`src/design/b32h_pkg.sv`:
```
package b32h_pkg;

    localparam int unsigned GROUP_BITS       = 5;
    localparam int unsigned GROUPS_PER_JOB   = 3;
    localparam int unsigned MIN_CHARS        = 5;
    localparam int unsigned CHAR_COUNT_RESET = 26;
    localparam int unsigned CFG_WIDTH        = 11;
    localparam int unsigned CODE_WIDTH       = 7;
    localparam int unsigned QUEUE_DEPTH      = 2;

    localparam logic [CODE_WIDTH-1:0] ASCII_DIGIT_BASE  = 7'd48;
    localparam logic [CODE_WIDTH-1:0] ASCII_LETTER_BASE = 7'd87;

    typedef logic [GROUP_BITS-1:0] t_group;

    // Groups of one byte step, first group in entry 0, with their count and end flag.
    typedef struct packed {
        t_group [GROUPS_PER_JOB-1:0] groups;
        logic   [1:0]                n_groups;
        logic                        fin;
    } t_job;

    function automatic logic [CODE_WIDTH-1:0] group_to_char(input t_group g);
        logic [CODE_WIDTH-1:0] v;
        v = {2'b00, g};
        if (g < 5'd10) begin
            group_to_char = ASCII_DIGIT_BASE + v;
        end else begin
            group_to_char = ASCII_LETTER_BASE + v;
        end
    endfunction

endpackage

```
`src/design/b32h_if.sv`:
```
interface b32h_byte_if;
    logic       valid;
    logic       ready;
    logic [7:0] data_byte;
    logic       final_byte;
    modport source(output valid, output data_byte, output final_byte, input ready);
    modport sink(input valid, input data_byte, input final_byte, output ready);
endinterface

interface b32h_char_if;
    logic       valid;
    logic       ready;
    logic [6:0] char_code;
    logic       last_char;
    modport source(output valid, output char_code, output last_char, input ready);
    modport sink(input valid, input char_code, input last_char, output ready);
endinterface

interface b32h_cfg_if;
    logic        valid;
    logic        ready;
    logic [10:0] char_count;
    modport source(output valid, output char_count, input ready);
    modport sink(input valid, input char_count, output ready);
endinterface

```
`src/design/b32h_front.sv`:
```
module b32h_front (
    input  logic               i_clk,
    input  logic               i_rst_n,
    b32h_byte_if.sink          i_in,
    input  logic               i_full,
    output logic               o_push,
    output b32h_pkg::t_job     o_job
);

    logic [3:0]  r_left_bits;
    logic [2:0]  r_left_cnt;
    logic [3:0]  n_left_bits;
    logic [2:0]  n_left_cnt;
    logic [11:0] w_buf;
    logic [11:0] w_align;
    logic [14:0] w_window;
    logic        w_two;
    logic [2:0]  w_rem;
    logic [3:0]  w_mask;
    logic        w_pad;

    assign i_in.ready = !i_full;
    assign o_push     = i_in.valid && !i_full;

    always_comb begin
        w_buf    = {r_left_bits, i_in.data_byte};
        w_align  = w_buf << (3'd4 - r_left_cnt);
        w_window = {w_align, 3'b000};
        w_two    = (r_left_cnt >= 3'd2);
        w_rem    = w_two ? (r_left_cnt - 3'd2) : (r_left_cnt + 3'd3);
        w_mask   = (4'd1 << w_rem) - 4'd1;
        w_pad    = i_in.final_byte && (w_rem != 3'd0);

        o_job.groups[0] = w_window[14:10];
        o_job.groups[1] = w_window[9:5];
        o_job.groups[2] = w_window[4:0];
        o_job.n_groups  = (w_two ? 2'd2 : 2'd1) + {1'b0, w_pad};
        o_job.fin       = i_in.final_byte;

        if (i_in.final_byte) begin
            n_left_bits = 4'd0;
            n_left_cnt  = 3'd0;
        end else begin
            n_left_bits = w_buf[3:0] & w_mask;
            n_left_cnt  = w_rem;
        end
    end

    always_ff @(posedge i_clk) begin
        if (!i_rst_n) begin
            r_left_bits <= 4'd0;
            r_left_cnt  <= 3'd0;
        end else if (o_push) begin
            r_left_bits <= n_left_bits;
            r_left_cnt  <= n_left_cnt;
        end
    end

endmodule

```
`src/design/b32h_queue.sv`:
```
module b32h_queue (
    input  logic               i_clk,
    input  logic               i_rst_n,
    input  logic               i_push,
    input  b32h_pkg::t_job     i_job,
    input  logic               i_pop,
    output logic               o_full,
    output logic               o_empty,
    output b32h_pkg::t_job     o_head
);

    localparam int unsigned AW = $clog2(b32h_pkg::QUEUE_DEPTH);

    b32h_pkg::t_job r_mem [b32h_pkg::QUEUE_DEPTH];
    logic [AW-1:0]  r_wr_ptr;
    logic [AW-1:0]  r_rd_ptr;
    logic [AW:0]    r_count;

    assign o_full  = (r_count == (AW+1)'(b32h_pkg::QUEUE_DEPTH));
    assign o_empty = (r_count == '0);
    assign o_head  = r_mem[r_rd_ptr];

    always_ff @(posedge i_clk) begin
        if (i_push) begin
            r_mem[r_wr_ptr] <= i_job;
        end
    end

    always_ff @(posedge i_clk) begin
        if (!i_rst_n) begin
            r_wr_ptr <= '0;
            r_rd_ptr <= '0;
            r_count  <= '0;
        end else begin
            if (i_push) begin
                r_wr_ptr <= r_wr_ptr + AW'(1);
            end
            if (i_pop) begin
                r_rd_ptr <= r_rd_ptr + AW'(1);
            end
            if (i_push && !i_pop) begin
                r_count <= r_count + (AW+1)'(1);
            end else if (i_pop && !i_push) begin
                r_count <= r_count - (AW+1)'(1);
            end
        end
    end

endmodule

```
`src/design/b32h_back.sv`:
```
module b32h_back #(
    parameter int unsigned CW = 11
) (
    input  logic               i_clk,
    input  logic               i_rst_n,
    input  b32h_pkg::t_job     i_job,
    input  logic               i_empty,
    input  logic [CW-1:0]      i_limit,
    output logic               o_pop,
    b32h_char_if.source        o_out
);

    logic [1:0]    r_idx;
    logic [CW-1:0] r_emit;
    logic          r_valid;
    logic [6:0]    r_code;
    logic          r_last;
    logic          w_adv;
    logic          w_take;
    logic          w_keep;
    logic          w_end;

    assign w_adv  = !r_valid || o_out.ready;
    assign w_take = w_adv && !i_empty;
    assign w_keep = (r_emit < i_limit);
    assign w_end  = (r_idx == (i_job.n_groups - 2'd1));
    assign o_pop  = w_take && w_end;

    assign o_out.valid     = r_valid;
    assign o_out.char_code = r_code;
    assign o_out.last_char = r_last;

    always_ff @(posedge i_clk) begin
        if (w_take) begin
            r_code <= b32h_pkg::group_to_char(i_job.groups[r_idx]);
            r_last <= ((r_emit + CW'(1)) == i_limit) || (i_job.fin && w_end);
        end
    end

    always_ff @(posedge i_clk) begin
        if (!i_rst_n) begin
            r_idx   <= 2'd0;
            r_emit  <= '0;
            r_valid <= 1'b0;
        end else if (w_adv) begin
            r_valid <= w_take && w_keep;
            if (w_take) begin
                if (w_end) begin
                    r_idx <= 2'd0;
                end else begin
                    r_idx <= r_idx + 2'd1;
                end
                if (w_end && i_job.fin) begin
                    r_emit <= '0;
                end else if (w_keep) begin
                    r_emit <= r_emit + CW'(1);
                end
            end
        end
    end

endmodule

```
`src/design/base32hex_byte_encoder_unit.sv`:
```
// Channel  Direction  Handshake        Word
// i_in     in         valid / ready    data_byte[7:0], final_byte
// o_out    out        valid / ready    char_code[6:0], last_char
// i_cfg    in         valid / ready    char_count[10:0]
// Each byte yields one or two characters, three with the final padding, one per cycle while o_out is ready.
// The character stage sets the rate on a long string.
// A two-entry queue decouples byte intake from character output, so bytes keep
// arriving while a character waits on o_out.ready, until the queue fills.
// Synchronous active-low reset clears the queue, the bit carry and the counters.
module base32hex_byte_encoder_unit #(
    parameter int unsigned MAX_CHARS = 1024
) (
    input  logic         i_clk,
    input  logic         i_rst_n,
    b32h_byte_if.sink    i_in,
    b32h_cfg_if.sink     i_cfg,
    b32h_char_if.source  o_out
);

    localparam int unsigned CW = $clog2(MAX_CHARS + 1);
    localparam int unsigned RESET_LIMIT =
        (b32h_pkg::CHAR_COUNT_RESET > MAX_CHARS) ? MAX_CHARS : b32h_pkg::CHAR_COUNT_RESET;

    logic [CW-1:0]  r_limit;
    logic [CW-1:0]  n_limit;
    logic           w_push;
    logic           w_pop;
    logic           w_full;
    logic           w_empty;
    b32h_pkg::t_job w_job_in;
    b32h_pkg::t_job w_job_head;

    assign i_cfg.ready = 1'b1;

    always_comb begin
        if (i_cfg.char_count < 11'(b32h_pkg::MIN_CHARS)) begin
            n_limit = CW'(b32h_pkg::MIN_CHARS);
        end else if (i_cfg.char_count > 11'(MAX_CHARS)) begin
            n_limit = CW'(MAX_CHARS);
        end else begin
            n_limit = CW'(i_cfg.char_count);
        end
    end

    always_ff @(posedge i_clk) begin
        if (!i_rst_n) begin
            r_limit <= CW'(RESET_LIMIT);
        end else if (i_cfg.valid) begin
            r_limit <= n_limit;
        end
    end

    b32h_front u_front (
        .i_clk   (i_clk),
        .i_rst_n (i_rst_n),
        .i_in    (i_in),
        .i_full  (w_full),
        .o_push  (w_push),
        .o_job   (w_job_in)
    );

    b32h_queue u_queue (
        .i_clk   (i_clk),
        .i_rst_n (i_rst_n),
        .i_push  (w_push),
        .i_job   (w_job_in),
        .i_pop   (w_pop),
        .o_full  (w_full),
        .o_empty (w_empty),
        .o_head  (w_job_head)
    );

    b32h_back #(
        .CW (CW)
    ) u_back (
        .i_clk   (i_clk),
        .i_rst_n (i_rst_n),
        .i_job   (w_job_head),
        .i_empty (w_empty),
        .i_limit (r_limit),
        .o_pop   (w_pop),
        .o_out   (o_out)
    );

endmodule
```
`src/flat_wrapper.sv`:
```
// flat-port wrapper written by rule: the top's interface ports become plain ports
module base32hex_byte_encoder_unit_flat 
#(
    parameter int unsigned MAX_CHARS = 1024
)
  (i_clk, i_rst_n, i_in_valid, i_in_data_byte, i_in_final_byte, i_in_ready, i_cfg_valid, i_cfg_char_count, i_cfg_ready, o_out_valid, o_out_char_code, o_out_last_char, o_out_ready);
  b32h_byte_if i_in_i ();
  b32h_cfg_if i_cfg_i ();
  b32h_char_if o_out_i ();
  input  logic i_clk;
  input  logic i_rst_n;
  input wire logic [$bits(i_in_i.valid)-1:0] i_in_valid;
  input wire logic [$bits(i_in_i.data_byte)-1:0] i_in_data_byte;
  input wire logic [$bits(i_in_i.final_byte)-1:0] i_in_final_byte;
  output wire logic [$bits(i_in_i.ready)-1:0] i_in_ready;
  input wire logic [$bits(i_cfg_i.valid)-1:0] i_cfg_valid;
  input wire logic [$bits(i_cfg_i.char_count)-1:0] i_cfg_char_count;
  output wire logic [$bits(i_cfg_i.ready)-1:0] i_cfg_ready;
  output wire logic [$bits(o_out_i.valid)-1:0] o_out_valid;
  output wire logic [$bits(o_out_i.char_code)-1:0] o_out_char_code;
  output wire logic [$bits(o_out_i.last_char)-1:0] o_out_last_char;
  input wire logic [$bits(o_out_i.ready)-1:0] o_out_ready;
  assign i_in_i.valid = i_in_valid;
  assign i_in_i.data_byte = i_in_data_byte;
  assign i_in_i.final_byte = i_in_final_byte;
  assign i_in_ready = i_in_i.ready;
  assign i_cfg_i.valid = i_cfg_valid;
  assign i_cfg_i.char_count = i_cfg_char_count;
  assign i_cfg_ready = i_cfg_i.ready;
  assign o_out_valid = o_out_i.valid;
  assign o_out_char_code = o_out_i.char_code;
  assign o_out_last_char = o_out_i.last_char;
  assign o_out_i.ready = o_out_ready;
  base32hex_byte_encoder_unit #(.MAX_CHARS(MAX_CHARS)) u_core (.i_clk(i_clk), .i_rst_n(i_rst_n), .i_in(i_in_i), .i_cfg(i_cfg_i), .o_out(o_out_i));
endmodule
```
`config.mk`:
```
export PLATFORM = sky130hd
export DESIGN_NAME = base32hex_byte_encoder_unit_flat
export DESIGN_NICKNAME = d
export VERILOG_FILES = /design/src/design/b32h_pkg.sv /design/src/design/b32h_if.sv /design/src/design/b32h_front.sv /design/src/design/b32h_queue.sv /design/src/design/b32h_back.sv /design/src/design/base32hex_byte_encoder_unit.sv /design/src/flat_wrapper.sv
export SDC_FILE = /design/constraint.sdc
export NUM_CORES = 1
export LEC_CHECK = 0
export BUFFER_PORTS_ARGS = -buffer_cell sky130_fd_sc_hd__buf_2
export CAP_MARGIN = 20
export CORE_AREA = 2 2 105 147
export DETAILED_ROUTE_END_ITERATION = 10
export DIE_AREA = 0 0 107 149
export PLACE_DENSITY_LB_ADDON = 0.05
export SYNTH_ARGS = -nofsm -noshare
export SYNTH_HDL_FRONTEND = slang
export SYNTH_SLANG_ARGS = --single-unit
```
`constraint.sdc`:
```
create_clock -name i_clk -period 4.4 [get_ports i_clk]
set_clock_uncertainty 0.15 [all_clocks]
set_input_delay 0.44 -clock i_clk [delete_from_list [all_inputs] [get_ports i_clk]]
set_output_delay 0.44 -clock i_clk [all_outputs]
set_load 0.005 [all_outputs]
```
==> qor.csv <==
stage;metric;value;unit
status;status;complete, no violations;
routing;dr.first_iter.drc_count;205;
synthesis;synth_area;0.00430;sq mm
clock_network;clk_pin_slew_worst_paths;60;ps
routing;ant_nets;0;
sta;slew_headroom;50.2;%
synthesis;synth_seq_area_share;43.7;%
sta;period_needed;3180;ps
clock_network;clk_path_buf_depth;2;
clock_network;cts.sinks;75;
worst_setup_path;worstPathArrival;3300;ps
place;numPortBuffers;34;
worst_setup_path;required;4520;ps
clock_network;post-cts-setup-buffer-count;0;
synthesis;avgSynthCellArea;9.99;sq um
sta;timing.fmax;314;MHz
sta;worst_slew_pin_slew;748;ps
job;drv_cap;0;
sta;post-route-period-util;72.3;%
global_route;grt_pass1_wl;17100;um
place;place_congestion;0.802;
clock_network;cts_tree;done;
routing;dr.pass1.iters;5;
synthesis;synth_top_area_share;26.5;%
synthesis;postSynthCellCount;431;
layout;stdcell_area;0.00498;sq mm
global_route;grt_max_degree;33;
place;dp_hpwl;8120;um
worst_setup_path;cp-end-kind;register;
synthesis;synth_most_common_cell;edfxtp_1;
clock_network;cts_made_buffers;9;
min_path;min_path_type;in2reg;
synthesis;ys_seq_elements;75;
global_route;grt_overflow;0;
die;core-area;0.0148;sq mm
synthesis;netlist_top_cells_count;38 x edfxtp_1, 37 x dfxtp_1, 35 x nand2_1;
synthesis;yosys_warnings;0;
die;die_w;107;um
die;die_area;0.0159;sq mm
sta;finalSetupViolCount;0;
sta;finalSetupTns;0;ps
clock_network;cts-resized-gates;0;
die;rows;53;
layout;final_nets;501;
sta;slew_violations;0;
global_route;antenna_found_initial;0;
die;initial_core_util;29.1;%
sta;worst_slack;1220;ps
layout;drive_gt1_share;14.5;%
clock_network;cts_root_buffer;clkbuf_16;
clock_network;clock_latency;340;ps
routing;drc_errors;0;
worst_setup_path;crit_fanout;23;
pwr;p_per_area;586;mW/mm^2
clock_network;htree_levels;3;
global_route;grt_usage;14.1;%
worst_setup_path;crit_type;reg2reg;
clock_network;ctsHoldBuffers;0;
pwr;power_leakage;0.00182;uW
layout;antenna_cells;0;
sta;rsz0062_at_grt;false;
routing;wl_per_cell;16.1;um
die;ios;36;
routing;vias;3259;
synthesis;ys.flop_type;edfxtp_1;
place;place_area;0.00464;sq mm
routing;via_per_inst;4.98;
synthesis;synth_edf_count;38;
synthesis;synth_area_leader_cell;edfxtp_1;
routing;wirelength;10500;um
sta;hold_viol_final;0;
layout;areaGrowthSynthToFinish;15.7;%
die;die_h;149;um
synthesis;ys_top_cells_by_area;edfxtp_1 27%, dfxtp_1 17%, ha_1 5.2%, mux2i_1 3.7%, o21ai_0 3.7%;
synthesis;ys_types;61;
pwr;irDropWorstVdd;0.200;mV
synthesis;async_flop_share;0;%
worst_setup_path;startpoint_type;register;
place;place_ws;1260;ps
global_route;first_global_vias;3231;
pwr;power;2920;uW
==> layer usage <==
layer | up-vias | global-route usage, % | wire (um)
met5 | - | 0 | 0
met4 | 0 | 5.91 | 214
met3 | 14 | 2.80 | 249
met2 | 46 | 26.9 | 5930
met1 | 1542 | 14.8 | 4150
li1 | 1657 | - | -
==> path summary, 6_finish.rpt <==
| check | startpoint | endpoint | slack (ps) | cells past startpoint |
|---|---|---|---|---|
| max | u_core.u_front.r_left_cnt[0] | u_core.u_front.r_left_bits[1] | 1220 | 10 |
| min | i_cfg_char_count[3] | u_core.r_limit[3] | 210 | 3 |
| max reg2reg | u_core.u_front.r_left_cnt[0] | u_core.u_front.r_left_bits[1] | 1220 | 10 |
| min reg2reg | u_core.r_limit[0] | u_core.r_limit[0] | 340 | 2 |
==> critical path: stages, from the launching register on <==
cell and delay, ps:
dfxtp_1 310, buf_4 230, clkinv_1 290, ha_1 810
inv_1 190, nor3_1 220, o21ai_0 230, ha_1 350
nor2_1 100, nand3_1 80, a21boi_0 160
==> flip-flops by register name, summed over array words and instances, names as in the netlist, 2 cells and up, named ones only <==
register,flops
u_core.u_queue.r_mem,30
u_core.r_limit,11
u_core.u_back.r_emit,11
u_core.u_back.o_out.char_code,7
u_core.u_front.r_left_bits,4
u_core.u_front.r_left_cnt,3
u_core.u_back.r_idx,2
u_core.u_queue.r_count,2
==> cell type report <==
class	instances	area, sq um
fillers	1534	9810
flip-flops and latches	75	1880
clock buffers	10	229
multi-input cells	312	2240
inverters	24	90.1
clock inverters	6	113
well taps	192	240
repair buffers	36	185
==> stage by stage <==
stage	utilization, %	hold slack, ps	std cells
after CTS	33.7	199	655
after global routing	33.7	212	655
final	33.7	208	655
after floorplan	-	293	432
after detailed placement	31.4	329	639
after global placement	31.4	327	639
==> power by group <==
part | internal, uW | leakage [uW] | switching (uW)
Clock | 556 | 0.000163 | 302
Sequential | 963 | 0.000662 | 105
Combinational | 407 | 0.000998 | 588
==> cells in the final DEF (no fill, tap or decap), types with 13 or more instances in the layout <==
master | Yosys | final
edfxtp_1 | 38 | 38
dfxtp_1 | 37 | 37
nand2_1 | 35 | 35
buf_2 | 1 | 34
o21ai_0 | 32 | 32
inv_1 | 23 | 23
ha_1 | 18 | 18
mux2i_1 | 16 | 16
nor2_1 | 15 | 15
a21oi_1 | 15 | 15
nor2b_1 | 14 | 14
nand3_1 | 13 | 13
==> kinds of logic after synthesis <==
kind of cell             synth area share (%)
multiplexers                             8.98
AND/OR/NAND/NOR                          15.9
flip-flops                               43.7
buffers and inverters                    4.30
adder cells (fa/ha/maj)                  5.23
AO/OA/AOI/OAI                            17.6
XOR/XNOR                                 4.24
other                                  0.0871
Power figures use the tool's default switching activity.
